File: config.mk
export PLATFORM = sky130hd
export DESIGN_NAME = websocket_frame_encoder
export DESIGN_NICKNAME = d
export VERILOG_FILES = /design/src/rtl/wfe_pkg.sv /design/src/rtl/websocket_frame_encoder.sv
export SDC_FILE = /design/constraint.sdc
export NUM_CORES = 1
export LEC_CHECK = 0
export CORE_MARGIN = 4
export CORE_UTILIZATION = 60
export DETAILED_ROUTE_END_ITERATION = 6
export DONT_BUFFER_PORTS = 1
export GPL_ROUTABILITY_DRIVEN = 0
export HOLD_SLACK_MARGIN = 0.15
export PLACE_DENSITY = 0.76
export SYNTH_ARGS = -nofsm -noshare
export SYNTH_HDL_FRONTEND = slang
export SYNTH_SLANG_ARGS = --single-unit
File: constraint.sdc
create_clock -name clk -period 16.03 [get_ports clk]
set_input_delay 1.603 -clock clk [delete_from_list [all_inputs] [get_ports clk]]
set_output_delay 1.603 -clock clk [all_outputs]
set_load 0.005 [all_outputs]
File: src/rtl/wfe_pkg.sv
// Package for the client WebSocket frame encoder.
// Holds the word types of both channels, the mode codes and the header constants.
// No dependencies.
package wfe_pkg;

    // What an input word carries
    typedef enum logic [0:0]
    {
        MODE_START   = 1'b0,
        MODE_PAYLOAD = 1'b1
    } wfe_mode_t;

    // Input word
    typedef struct packed
    {
        wfe_mode_t   mode;
        logic [31:0] frame_length;
        logic        is_binary;
        logic [31:0] mask_key;
        logic [7:0]  payload_byte;
    } wfe_item_t;

    // Output word
    typedef struct packed
    {
        logic [7:0] out_byte;
        logic       frame_end;
    } wfe_result_t;

    // Header fields
    localparam logic [7:0]  FIN_BIT       = 8'h80;
    localparam logic [7:0]  MASK_BIT      = 8'h80;
    localparam logic [7:0]  OPCODE_TEXT   = 8'h01;
    localparam logic [7:0]  OPCODE_BINARY = 8'h02;
    localparam logic [31:0] LEN7_MAX      = 32'd125;
    localparam logic [31:0] LEN16_MAX     = 32'd65535;
    localparam logic [7:0]  LEN_ESC16     = 8'd126;
    localparam logic [7:0]  LEN_ESC64     = 8'd127;

    // Header sizes in bytes, key included
    localparam int HDR_SLOTS = 16;
    localparam int HDR_CNT_W = $clog2(HDR_SLOTS);
    localparam logic [HDR_CNT_W-1:0] HDR_LEN7  = HDR_CNT_W'(6);
    localparam logic [HDR_CNT_W-1:0] HDR_LEN16 = HDR_CNT_W'(8);
    localparam logic [HDR_CNT_W-1:0] HDR_LEN64 = HDR_CNT_W'(14);

endpackage

File: src/rtl/websocket_frame_encoder.sv
// Client WebSocket frame encoder: masked single-fragment frames as a byte stream.
// Depends on wfe_pkg.
//
//  channel | valid/ready              | word                  | accepted when
//  --------+--------------------------+-----------------------+----------------------------
//  input   | item_valid/item_ready    | item (wfe_item_t)     | item_valid && item_ready
//  output  | result_valid/result_ready| result (wfe_result_t) | result_valid && result_ready
//
// A payload word gives at most one byte; payload words stream at one per cycle while
// the output register is free. A start word holds the input register for its 6, 8 or
// 14 header bytes, one per cycle from the header counter while the output is free. A
// payload word with no open frame is dropped without using the output register. The
// output register parts the two sides; a stalled output holds the word and the item
// in progress. Reset clears the frame state, the header counter and both valid flags.
module websocket_frame_encoder
(
    input  logic                clk,
    input  logic                rst_n,
    input  logic                item_valid,
    output logic                item_ready,
    input  wfe_pkg::wfe_item_t  item,
    output logic                result_valid,
    input  logic                result_ready,
    output wfe_pkg::wfe_result_t result
);

    // Input holding register
    logic                 item_valid_reg, item_valid_next;
    wfe_pkg::wfe_item_t   item_reg, item_next;

    // Frame state
    logic [31:0]          stored_key_reg, stored_key_next;
    logic [31:0]          byte_index_reg, byte_index_next;
    logic [31:0]          stored_length_reg, stored_length_next;
    logic [wfe_pkg::HDR_CNT_W-1:0] hdr_cnt_reg, hdr_cnt_next;

    // Output register
    logic                 result_valid_reg, result_valid_next;
    wfe_pkg::wfe_result_t result_reg, result_next;

    // Header build
    logic [7:0]           hdr_bytes [wfe_pkg::HDR_SLOTS];
    logic [wfe_pkg::HDR_CNT_W-1:0] hdr_total;
    logic [7:0]           opcode;
    logic [7:0]           key_byte;

    logic                 slot_free;
    logic                 item_done;
    logic                 emit;
    wfe_pkg::wfe_result_t emit_word;

    // Header bytes of the held start word
    always_comb
    begin
        opcode = item_reg.is_binary ? wfe_pkg::OPCODE_BINARY : wfe_pkg::OPCODE_TEXT;
        for (int i = 0; i < wfe_pkg::HDR_SLOTS; i++)
        begin
            hdr_bytes[i] = 8'h00;
        end
        hdr_bytes[0] = wfe_pkg::FIN_BIT | opcode;
        if (item_reg.frame_length <= wfe_pkg::LEN7_MAX)
        begin
            hdr_total    = wfe_pkg::HDR_LEN7;
            hdr_bytes[1] = wfe_pkg::MASK_BIT | item_reg.frame_length[7:0];
            hdr_bytes[2] = item_reg.mask_key[31:24];
            hdr_bytes[3] = item_reg.mask_key[23:16];
            hdr_bytes[4] = item_reg.mask_key[15:8];
            hdr_bytes[5] = item_reg.mask_key[7:0];
        end
        else if (item_reg.frame_length <= wfe_pkg::LEN16_MAX)
        begin
            hdr_total    = wfe_pkg::HDR_LEN16;
            hdr_bytes[1] = wfe_pkg::MASK_BIT | wfe_pkg::LEN_ESC16;
            hdr_bytes[2] = item_reg.frame_length[15:8];
            hdr_bytes[3] = item_reg.frame_length[7:0];
            hdr_bytes[4] = item_reg.mask_key[31:24];
            hdr_bytes[5] = item_reg.mask_key[23:16];
            hdr_bytes[6] = item_reg.mask_key[15:8];
            hdr_bytes[7] = item_reg.mask_key[7:0];
        end
        else
        begin
            // upper four length bytes stay zero
            hdr_total     = wfe_pkg::HDR_LEN64;
            hdr_bytes[1]  = wfe_pkg::MASK_BIT | wfe_pkg::LEN_ESC64;
            hdr_bytes[6]  = item_reg.frame_length[31:24];
            hdr_bytes[7]  = item_reg.frame_length[23:16];
            hdr_bytes[8]  = item_reg.frame_length[15:8];
            hdr_bytes[9]  = item_reg.frame_length[7:0];
            hdr_bytes[10] = item_reg.mask_key[31:24];
            hdr_bytes[11] = item_reg.mask_key[23:16];
            hdr_bytes[12] = item_reg.mask_key[15:8];
            hdr_bytes[13] = item_reg.mask_key[7:0];
        end
    end

    // Key byte for the current payload position
    always_comb
    begin
        unique case (byte_index_reg[1:0])
            2'd0:    key_byte = stored_key_reg[31:24];
            2'd1:    key_byte = stored_key_reg[23:16];
            2'd2:    key_byte = stored_key_reg[15:8];
            default: key_byte = stored_key_reg[7:0];
        endcase
    end

    // Processing of the held word
    always_comb
    begin
        slot_free          = !result_valid_reg || result_ready;
        item_done          = 1'b0;
        emit               = 1'b0;
        emit_word          = '0;
        stored_key_next    = stored_key_reg;
        byte_index_next    = byte_index_reg;
        stored_length_next = stored_length_reg;
        hdr_cnt_next       = hdr_cnt_reg;

        if (item_valid_reg)
        begin
            if (item_reg.mode == wfe_pkg::MODE_START)
            begin
                if (slot_free)
                begin
                    emit               = 1'b1;
                    emit_word.out_byte = hdr_bytes[hdr_cnt_reg];
                    emit_word.frame_end = (hdr_cnt_reg == hdr_total - 1'b1) &&
                                          (item_reg.frame_length == 32'd0);
                    // open the new frame on the first header byte
                    if (hdr_cnt_reg == '0)
                    begin
                        stored_key_next    = item_reg.mask_key;
                        stored_length_next = item_reg.frame_length;
                        byte_index_next    = 32'd0;
                    end
                    if (hdr_cnt_reg == hdr_total - 1'b1)
                    begin
                        hdr_cnt_next = '0;
                        item_done    = 1'b1;
                    end
                    else
                    begin
                        hdr_cnt_next = hdr_cnt_reg + 1'b1;
                    end
                end
            end
            else
            begin
                if (byte_index_reg >= stored_length_reg)
                begin
                    // no open frame: drop the word
                    item_done = 1'b1;
                end
                else if (slot_free)
                begin
                    emit                = 1'b1;
                    item_done           = 1'b1;
                    emit_word.out_byte  = item_reg.payload_byte ^ key_byte;
                    emit_word.frame_end = (byte_index_reg + 32'd1) == stored_length_reg;
                    byte_index_next     = byte_index_reg + 32'd1;
                end
            end
        end
    end

    // Handshake and register loads
    always_comb
    begin
        item_ready      = !item_valid_reg || item_done;
        item_valid_next = item_valid_reg;
        item_next       = item_reg;
        if (item_valid && item_ready)
        begin
            item_valid_next = 1'b1;
            item_next       = item;
        end
        else if (item_done)
        begin
            item_valid_next = 1'b0;
        end

        result_valid_next = result_valid_reg;
        result_next       = result_reg;
        if (emit)
        begin
            result_valid_next = 1'b1;
            result_next       = emit_word;
        end
        else if (result_ready)
        begin
            result_valid_next = 1'b0;
        end
    end

    // Control registers
    always_ff @(posedge clk or negedge rst_n)
    begin
        if (!rst_n)
        begin
            item_valid_reg    <= 1'b0;
            result_valid_reg  <= 1'b0;
            hdr_cnt_reg       <= '0;
            stored_key_reg    <= 32'd0;
            byte_index_reg    <= 32'd0;
            stored_length_reg <= 32'd0;
        end
        else
        begin
            item_valid_reg    <= item_valid_next;
            result_valid_reg  <= result_valid_next;
            hdr_cnt_reg       <= hdr_cnt_next;
            stored_key_reg    <= stored_key_next;
            byte_index_reg    <= byte_index_next;
            stored_length_reg <= stored_length_next;
        end
    end

    // Payload registers
    always_ff @(posedge clk)
    begin
        item_reg   <= item_next;
        result_reg <= result_next;
    end

    assign result_valid = result_valid_reg;
    assign result       = result_reg;

    // Payload position never passes the frame length
    assert property (@(posedge clk) disable iff (!rst_n)
        byte_index_reg <= stored_length_reg)
        else $error("byte index beyond frame length");

    // Header counter stays inside the header of the held start word
    assert property (@(posedge clk) disable iff (!rst_n)
        (item_valid_reg && item_reg.mode == wfe_pkg::MODE_START) |-> hdr_cnt_reg < hdr_total)
        else $error("header counter out of range");

    // Counter is idle unless a start word is held
    assert property (@(posedge clk) disable iff (!rst_n)
        !(item_valid_reg && item_reg.mode == wfe_pkg::MODE_START) |-> hdr_cnt_reg == '0)
        else $error("header counter busy without start word");

    // A frame end leaves the frame fully sent
    assert property (@(posedge clk) disable iff (!rst_n)
        (result_valid_reg && result_reg.frame_end) |-> byte_index_reg == stored_length_reg)
        else $error("frame end with payload outstanding");

endmodule

# Word level (Yosys, flattened, before mapping)
# Index checks and enable logic that the tools add are counted.
[op_classes]
bitwise = 3
muxes = 36
add_sub_neg = 3
n_eq_ne = 5
reduce_logical = 17
magnitude_cmp = 4
[op_table]
columns = ["operator", "n"]
rows = [
  ["$mux W32", 6],
  ["$mux W64", 1],
  ["$mux W48", 1],
  ["$mux W40", 1],
  ["$mux W9", 4],
  ["$add A32 B1 Y32 const B", 1],
  ["$bmux W8 S4", 1],
  ["$eq A32 B32 Y1", 1],
  ["$ge A32 B32 Y1", 1],
  ["$le A32 B16 Y1 const B", 1],
  ["$le A32 B7 Y1 const B", 1],
  ["$logic_not A32 Y1", 1],
  ["$pmux W8 S3", 1],
  ["$mux W16", 1],
  ["$mux W8", 2],
  ["$mux W1", 14],
  ["$reduce_bool A2 Y1", 5],
  ["$mux W4", 2],
  ["$xor A8 B8 Y8", 1],
  ["$ge A5 B5 Y1 const B", 1],
  ["$not A4 Y5", 1],
  ["$reduce_and A5 Y1", 1],
  ["$add A4 B1 Y4 const B", 1],
  ["$eq A4 B4 Y1", 1],
  ["14 further kinds", 17],
]
[word_totals]
input_bits = 78
out_inout_bits = 11
reg_bits = 185

# Depth between registers and ports, before layout
# Gate-level depths: netlist (run 1).
[depth]
word_depth = 12
ltp_mapped = 13
mapped_depth_nobuf = 10

# Worst setup path before layout (run 1)
# OpenSTA, ideal clock, no wires.
[synth_path]
kind = "register to register"
startpoint = "reg byte_index_reg[0]"
endpoint = "reg item_reg[0] in the netlist's numbering, enable pin"
path_slack_ns = 7.922
required_ns = 15.410
arrival_time_ns = 7.488
setup_ns = 0.620
path_stages_with_launch = 11
path_cell_list = "dfrtp_1 -> inv_1 -> ha_1 -> nand2b_1 -> a211o_1 -> a21oi_1 -> o311ai_0 -> o2111a_1 -> clkbuf_1 -> o31ai_1 -> a21boi_0"
[synth_via]
elab_chain_len = 6
[synth_rtl]
columns = ["item", "line", "source"]
rows = [
  ["from (decl)", "websocket_frame_encoder.sv:33", "logic [31:0] byte_index_reg, byte_index_next;"],
  ["from (signal assigned)", "websocket_frame_encoder.sv:214", "byte_index_reg <= byte_index_next;"],
  ["$ge A32 B32 Y1", "websocket_frame_encoder.sv:150", "if (byte_index_reg >= stored_length_reg)"],
  ["$mux W1", "websocket_frame_encoder.sv:150", ""],
  ["$mux W1", "websocket_frame_encoder.sv:122", "if (item_reg.mode == wfe_pkg::MODE_START)"],
  ["$mux W1", "websocket_frame_encoder.sv:120", "if (item_valid_reg)"],
  ["$logic_or A1 B1 Y1", "websocket_frame_encoder.sv:170", "item_ready = !item_valid_reg || item_done;"],
  ["$logic_and A1 B1 Y1", "websocket_frame_encoder.sv:173", "if (item_valid && item_ready)"],
  ["to (signal assigned)", "websocket_frame_encoder.sv:222", "item_reg <= item_next;"],
  ["to (decl)", "websocket_frame_encoder.sv:29", "wfe_pkg::wfe_item_t item_reg, item_next;"],
]
# No other way between the ends.
# A chain may end at the register's enable or synchronous reset.

# Worst setup path in the final report (run 1)
[layout_path]
startpoint = "reg byte_index_reg[0]"
endpoint = "out item_ready"
[layout_via]
elab_chain_len = 5
[layout_rtl]
columns = ["item", "line", "source"]
rows = [
  ["$ge A32 B32 Y1", "websocket_frame_encoder.sv:150", ""],
  ["$mux W1", "websocket_frame_encoder.sv:150", ""],
  ["$mux W1", "websocket_frame_encoder.sv:122", ""],
  ["$mux W1", "websocket_frame_encoder.sv:120", ""],
  ["$logic_or A1 B1 Y1", "websocket_frame_encoder.sv:170", ""],
  ["to (decl)", "websocket_frame_encoder.sv:20", "output logic item_ready,"],
]
# No other way between the ends.

==> metrics, run 1 <==
outcome=complete, no violations; largest net degree at the start of global routing=103; chip width=139.9 µm; CP peak stage delay=around 0.64 ns; post-synth top area cell=dfrtp_1; final clock skew=roughly 0.015 ns; die area=19580 µm²; ANT nets after route=0; Mapped Nets=between 1000 and 1500; Post-synth top cells=nand2_1 (205), dfrtp_1 (102), o21ai_0 (87), edfxtp_1 (83), nor2_1 (47); WL/cell=23.36 µm; Num CTS Buffers=17; I/O Pins=between 80 and 90; CTS root buffer=clkbuf_16; Mapped Area=10440 µm²; Crit-path slowest cell=o31ai_1; Syn Inst Count=1054; EDFF count, synth=83; Crit Path Class=reg -> out; max-cap check violation count=0; Initial Utilization=between 60% and 70%; Post-synth top flop=dfrtp_1; dpl cells=roughly 1200; layout net count=1141; slew margin rel.=around a third; HPWL after DPL=between 20000 and 25000 µm; CP required=roughly 14 ns; max reg flops=74; count leader, synth=nand2_1; CTS resizes=0; FILL cells=1346; multi-input combinational cell area=5009 µm²; Sink Count=between 150 and 200; core footprint=between 15000 and 20000 µm²; initial drt markers=1279; drt first pass iters=7; Post-CTS Setup Repair Bufs=0; sequential share of the synthesized area=48.30%; element type at the critical path end=primary output; clk slew on worst S/H paths=around 0.08 ns; antenna violations before repair=3; Power Density=about 150 nW/µm²; Worst Setup Start Kind=flip-flop; layout cells sized above 1=about 8.3%; Setup TNS=0 ns; Worst Path Buf+Inv=1; fin cells=1260; final setup fails=0; final WL=around 29000 µm; final hold vios=0; CP arrival=roughly 3.4 ns; VDD IR max=around 0.000098 V; Top delay family on crit path=compound AO/OA/AOI/OAI gates; gr usage total=about 30%; hold crit path type=reg -> reg; RSZ-0062 raised after global routing=no; CTS tree=done; Worst Path Max Fanout=11; yosys warns=0; Clock Path Buffers=2; P_leak=about 4.6 nW; Max Freq=198.2 MHz; Slew @ Worst Pin=roughly 1.0 ns; register bit total from synthesis=between 150 and 200; Vias/cell=approximately 6.8; Rows=between 40 and 50; vias=8542; synth top area cells=dfrtp_1 (24%), edfxtp_1 (24%), nand2_1 (7.4%), ha_1 (4.7%), o21ai_0 (4.2%); Remaining DRCs=0; crit path cell chain=inv_1 > ha_1 > nand2b_1 > a211o_1 > a21oi_1 > o311ai_0 > o2111a_1 > o31ai_1 > nand2_1; Die Ht=approximately 140 µm; Skew-Pair Late Insertion Delay=0.44 ns; fin crit period=between 5 and 6 ns; Register Area=roughly 5000 µm²; Final Cycle Share=a little under a third; gr ovfl total=0; reg-to-reg slack, setup=around 12 ns; syn_area_per_cell=slightly below 10 µm²; Area Growth Syn to Fin=7.212%; PortBufs=0; FFs w/ async S/R, synth=between 50% and 60%; first-pass GRT wire length=between 40000 and 50000 µm; fin. max-slew vios=0; H-Tree Depth=4; Yosys cell types=74; post-synth top area share=between 20 and 25%; vias in the first global route=roughly 8000; hold buffer count at CTS=0
-- layer usage --
metal	up-vias	global-route usage, %	routed length (µm)
li1	3785	-	-
met1	4060	44.13	12170
met2	617	43.02	12890
met3	80	8.998	3553
met4	0	10.30	813
met5	-	0	0
-- per-stage QoR --
step           hold slack, ns  setup WS [ns]  util (%)  power, mW  area (µm²)
6_report               0.4844          10.98     66.57      1.624       11200
5_1_grt                0.5039          10.77     66.57      1.699       11200
4_1_cts                0.4821          11.02     66.53      1.606       11190
3_5_place_dp           0.4639          11.51     62.83      1.160       10570
3_3_place_gp           0.4585          11.63     62.83      1.147       10570
2_1_floorplan          0.4405          7.922         -      1.032       10440
-- cells by family (layout without fill, tap and decap cells) --
| logic type | after synthesis | after routing | synth area share, % |
|---|---|---|---|
| AOI/OAI and AO/OA | 254 | 254 | 16.15 |
| adders and majority gates | 39 | 39 | 4.672 |
| other | 0 | 3 | 0 |
| muxes | 34 | 34 | 5.199 |
| xor gates and xnor gates | 48 | 48 | 4.025 |
| DFF | 185 | 185 | 48.30 |
| buffers and inverters | 103 | 86 | 3.977 |
| and+or+nand+nor | 391 | 391 | 17.67 |
-- cell type report --
cell class | instances | share of cell area, %
clock inverters | 15 | 1.766
well taps | 220 | 2.458
multi-input cells | 766 | 44.73
diodes | 3 | 0.06705
repair buffers | 9 | 0.6034
inverters | 45 | 1.509
clock buffers | 17 | 3.799
flip-flops and latches | 185 | 45.07
-- path summary, 6_finish.rpt --
check	depth (start not counted)	endpoint	from
worst min register to register	2	stored_key_reg[15]	stored_key_reg[15]
min in group asynchronous	0	byte_index_reg[26]	rst_n
worst min-delay path	2	stored_key_reg[15]	stored_key_reg[15]
worst max register to register	7	item_reg[15]	byte_index_reg[30]
max in group asynchronous	0	stored_key_reg[8]	rst_n
worst max-delay path	9	item_ready	byte_index_reg[0]
-- worst register-to-register path: stages, from the launching register on --
cell      delay (ns)
dfrtp_1         0.46
ha_1            0.35
nand4_1         0.15
nor4_1          0.78
o2111a_1        0.74
o31ai_1         0.30
a21boi_4        0.19
buf_4           0.72
-- placed cells by master (no fill, tap or decap), drive strengths merged, types with 5 or more instances in the layout --
cell and instances:
a211o 5, a211oi 21, a21o 19, a21oi 44, a222oi 8, a22o 10, a31oi 6, and2 6
and3 8, and4 5, buf 9, clkbuf 17, clkinv 5, dfrtp 102, edfxtp 83, ha 39
inv 53, mux2i 16, mux4 16, nand2 206, nand3 32, nand4 15, nor2 47, nor3 29
nor4 14, o211ai 5, o21ai 87, o22ai 8, o31ai 7, or3 8, xnor2 36, xor2 12
-- report_power, final --
group / internal, mW / total (mW) / switching, mW
sequential: 0.591 / 0.705 / 0.115
combinational: 0.199 / 0.473 / 0.274
clock: 0.240 / 0.446 / 0.206
Power figures use the tool's default switching activity.
==> run 2, diff against run 1 <==
- clock period: 16.03 -> 5.2 ns (I/O delays scaled with it)
==> run 2 against run 1 <==
Against the previous run: the run now ends with DRC left; wire length increased by 1.2%; clock-buffer cell count rose by 2; cell area increased by 0.12%; core utilization rose by 0.082 points; non-clock buffer count rose by 4; sequential power grew to 3.0 times the previous value; clock power rose to 2.9 times the previous value; first-iteration DRC count down 7.1%.
==> metrics, run 2 (synthesized netlist as in run 1, its figures left out) <==
outcome=finished, violations left; failing checks=DRC; die area=between 15000 and 20000 µm²; hold buffer count at CTS=2; fin. max-slew vios=0; Worst Hold Launch=item[6]; clk slew on worst S/H paths=approximately 0.080 ns; overall power=between 4 and 5 mW; Worst Setup Start Kind=flip-flop; commonest non-fill, non-tap cell in the layout=nand2_1; Max Freq=about 240 MHz; hold slack final=around 0.17 ns; hold crit path type=in -> reg; gr ovfl total=0; H-Tree Depth=4; sequential share of power=roughly 43%; P_leak=approximately 4.6 nW; Slew @ Worst Pin=between 0.9 and 1 ns; Die Ht=between 100 and 150 µm; fin crit period=4.097 ns; gr usage total=between 30% and 40%; final hold vios=0; antenna violations before repair=5; Crit Path Class=reg -> reg; PortBufs=0; Power Density=442.4 nW/µm²; layout cells sized above 1=under 10%; Clk network pwr share=between 20% and 30%; CTS tree=done; switch share=~38%; drt first pass iters=7; WL/cell=23.57 µm; Vias/cell=between 6 and 7; I/O Pins=89; Initial Utilization=between 60 and 70%; largest net degree at the start of global routing=103; final WL=between 20000 and 30000 µm; Internal=3.098 mW; CTS resizes=0; post-route design area=between 10000 and 15000 µm²; layout net count=1145; CP startpoint=byte_index_reg[0]; Rows=47; max reg flops=74; Skew-Pair Late Insertion Delay=approximately 0.44 ns; sw power=~1.9 mW; Clock Path Buffers=2; VDD IR max=between 0.0002 and 0.0003 V; max-cap check violation count=0; CP required=between 5 and 6 ns; HPWL after DPL=roughly 21000 µm; Post-CTS Setup Repair Bufs=0; Logic pwr share=30.7%; RSZ-0062 raised after global routing=no; Setup TNS=0 ns; CTS root buffer=clkbuf_16; Sink Count=between 150 and 200; multi-input combinational cell area=~5000 µm²; CP arrival=4.16 ns; initial drt markers=between 1000 and 1500; vias=around 8600; FILL cells=around 1300; Worst Path Max Fanout=74; core footprint=16820 µm²; final setup fails=0; vias in the first global route=7939; element type at the critical path end=flip-flop; ANT nets after route=0; Final Cycle Share=approximately four fifths; chip width=about 140 µm; dpl cells=roughly 1200; Placed Area=between 10000 and 15000 µm²; Register Area=slightly above 5000 µm²; slew margin rel.=roughly 38%; Num CTS Buffers=17; Area Growth Syn to Fin=7.344%; final clock skew=0.009557 ns; fin cells=between 1000 and 1500; Worst R2R Start=byte_index_reg[0]; Remaining DRCs=2; first-pass GRT wire length=roughly 46000 µm; most frequent cells in the layout=nand2_1 (205), dfrtp_1 (101), o21ai_0 (87)
run 2: power groups by stage:
stage / combinational [mW] / sequential, mW / clock [mW]
4_1_cts: 1.47 / 2.12 / 1.31
3_5_place_dp: 1.44 / 2.14 / 0
2_1_floorplan: 1.18 / 1.99 / 0
5_1_grt: 1.66 / 2.16 / 1.37
6_report: 1.53 / 2.13 / 1.30
3_3_place_gp: 1.41 / 2.13 / 0
run 2: final timing paths:
check                                         to  slack, ns  cells past startpoint
max                                 item_reg[53]       1.10                     10
min                                  item_reg[6]       0.17                      0
max reg2reg                         item_reg[53]       1.10                     10
min reg2reg                    stored_key_reg[7]       0.48                      2
max in group asynchronous         hdr_cnt_reg[0]       4.05                      2
min in group asynchronous  stored_length_reg[28]       0.75                      2
run 2: critical path, stage by stage, from the launching register on:
cell and delay (ns):
dfrtp_1 0.45, inv_1 0.15, ha_1 0.32, nand2b_1 0.10, a211o_1 0.12, a21oi_1 0.06, o311ai_0 0.62, o2111a_1 0.65
o31ai_1 0.27, a21boi_4 0.19, buf_4 0.72
run 2: layer usage:
| metal | share of wire, % | track usage [%] |
|---|---|---|
| met1 | 41 | 43.85 |
| met2 | 44 | 43.48 |
| met3 | 13 | 10.84 |
| met4 | 2.1 | 9.485 |
| met5 | 0.091 | 0 |
run 2: layout make-up:
cell class / instances / area share (%)
sequential: 185 / 45.01
multi-input combinational: 766 / 44.63
clock buffer: 19 / 3.951
tap: 220 / 2.455
inverter: 45 / 1.507
clock inverter: 13 / 1.306
timing repair buffer: 13 / 1.071
antenna: 3 / 0.06696
run 2: per-stage QoR:
step	utilization (%)	worst slack, ns
global placement	62.89	1.442
global route	66.66	0.8286
detailed placement	62.89	1.235
floorplan	-	0.6290
CTS	66.61	1.218
finish	66.66	1.103
==> run 3, diff against run 2 <==
- CORE_UTILIZATION: 60 -> 58
- clock period: 5.2 -> 3.7 ns (I/O delays scaled with it)
==> run 3 against run 2 <==
Against the previous run: the flow still finishes with violations (DRC); register-to-register slack lost 0.69 ns; clock skew grew 0.0052 ns; cell area grew 8.4%; critical path depth shrank 1; via count grew 4.3%; wire length grew 4.0%; total power grew 44%.
==> metrics, run 3 (synthesized netlist as in run 1, its figures left out) <==
Area Growth Syn to Fin=16.39%; P_leak=5.028 nW; Placed Area=10770 µm²; Die Ht=142.2 µm; Worst Path Max Fanout=7; fin crit period=3.499 ns; commonest non-fill, non-tap cell in the layout=nand2_1; reg2reg path depth=10; Remaining DRCs=1; CP required=~3.3 ns; Sink Count=between 150 and 200; Worst Path Buf+Inv=1; PortBufs=0; most frequent cells in the layout=nand2_1 (205), dfrtp_1 (101), o21ai_0 (87); layout net count=approximately 1200; Final Cycle Share=between 90% and 100%; die area=between 20000 and 25000 µm²; layout cells sized above 1=9.797%; element type at the critical path end=primary output; clk slew on worst S/H paths=0.07 ns; I/O Pins=89; first-pass GRT wire length=48590 µm; final hold vios=0; CP arrival=about 3.1 ns; final setup fails=0; ANT nets after route=0; Worst Setup Start Kind=flip-flop; Slew @ Worst Pin=0.7287 ns; Crit Path Class=reg -> out; Vias/cell=about 6.6; initial drt markers=roughly 1400; post-route design area=around 12000 µm²; switch share=a little under two fifths; Rows=48; core footprint=17480 µm²; Initial Utilization=between 50% and 60%; Crit-path slowest cell=dfrtp_1; crit path cell chain=inv_1 > ha_1 > nand2b_1 > a211o_1 > a21oi_1 > o311ai_1 > o2111a_1 > o31ai_4 > nand2_1; Levels on crit path=9; CTS tree=done; slew margin rel.=about half; largest net degree at the start of global routing=103; WL/cell=about 23 µm; gr ovfl total=0; chip width=between 100 and 150 µm; Skew-Pair Late Insertion Delay=about 0.45 ns; vias in the first global route=approximately 8600; Num CTS Buffers=17; final WL=between 30000 and 40000 µm; sequential share of power=41.8%; Worst Setup Slack, final=around 0.20 ns; H-Tree Depth=4; gr usage total=a little under a third; failing checks=DRC; outcome=finished, violations left; sw power=roughly 2.6 mW; fin. max-slew vios=0; final clock skew=0.01478 ns; vias=8946; max-cap check violation count=0; Setup TNS=0 ns; Top delay family on crit path=compound AO/OA/AOI/OAI gates; antenna violations before repair=1; Internal=~4.5 mW; Hold Path Stages=2; Logic pwr share=approximately 32%; HPWL after DPL=around 21000 µm; max reg flops=between 70 and 80; pre-CTS setup slack=~0.48 ns; VDD IR max=0.0007021 V; drt first pass iters=7; Clk network pwr share=between 20% and 30%; Clock Path Buffers=2; CTS root buffer=clkbuf_16; Power Density=between 500 and 600 nW/µm²; RSZ-0062 raised after global routing=no; Max Freq=about 290 MHz; CP peak stage delay=about 0.45 ns; hold crit path type=in -> reg
-- run 3: worst reg2reg max path: cells and delay by family (launching register included) --
family | cells | cell delay (ns)
AO/OA/AOI/OAI | 4 | 1.06
adder cells (fa/ha/maj) | 1 | 0.33
buffers and inverters | 1 | 0.15
flip-flops | 1 | 0.45
AND/OR/NAND/NOR | 4 | 0.93
-- run 3: metrics by stage --
step,hold WS [ns],total power [mW],utilization (%),cells
after global placement,0.07962,5.051,61.63,1249
after CTS,0.3303,7.018,69.46,1358
after floorplan,0.07441,4.467,-,1054
after global routing,0.4262,7.459,69.55,1359
final,0.4051,7.118,69.55,1359
after detailed placement,0.07941,5.098,61.63,1249
-- run 3: worst paths after layout --
path	start	to	slack, ns
worst max register to register	byte_index_reg[0]	result[2]	0.41
max in group asynchronous	rst_n	stored_key_reg[28]	2.71
min in group asynchronous	rst_n	byte_index_reg[15]	0.55
worst max-delay path	byte_index_reg[0]	item_ready	0.20
worst min-delay path	result_ready	result_valid	0.41
worst min register to register	stored_key_reg[5]	stored_key_reg[5]	0.47
-- run 3: area by class of cell --
class	count	area [µm²]
fillers	1242	5321
flip-flops and latches	185	5046
diodes	1	2.502
well taps	225	281.5
multi-input cells	766	5041
inverters	45	168.9
clock buffers	17	425.4
repair buffers	105	1036
clock inverters	15	153.9
-- run 3: power by group through the flow --
stage                     logic [mW]  registers [mW]  clock network, mW
after CTS                       2.23            2.95               1.84
after global routing            2.50            3.00               1.95
after global placement          2.08            2.97                  0
after detailed placement        2.11            2.98                  0
after floorplan                 1.67            2.80                  0
final                           2.31            2.97               1.84
-- run 3: repair_timing --
item / in CTS / in global routing
endpoints found under the hold margin: 177 / 0
hold buffers: 77 / 0
endpoints found under the setup margin: 0 / 1
setup buffers: 0 / 0
resized for setup: 0 / 2
-- run 3: per-layer routing --
metal	vias up	global-route usage [%]	part of all wire (%)
li1	3987	-	-
met1	4250	44.62	40
met2	619	46.01	44
met3	90	10.55	13
met4	0	9.596	2.7
met5	-	0	0
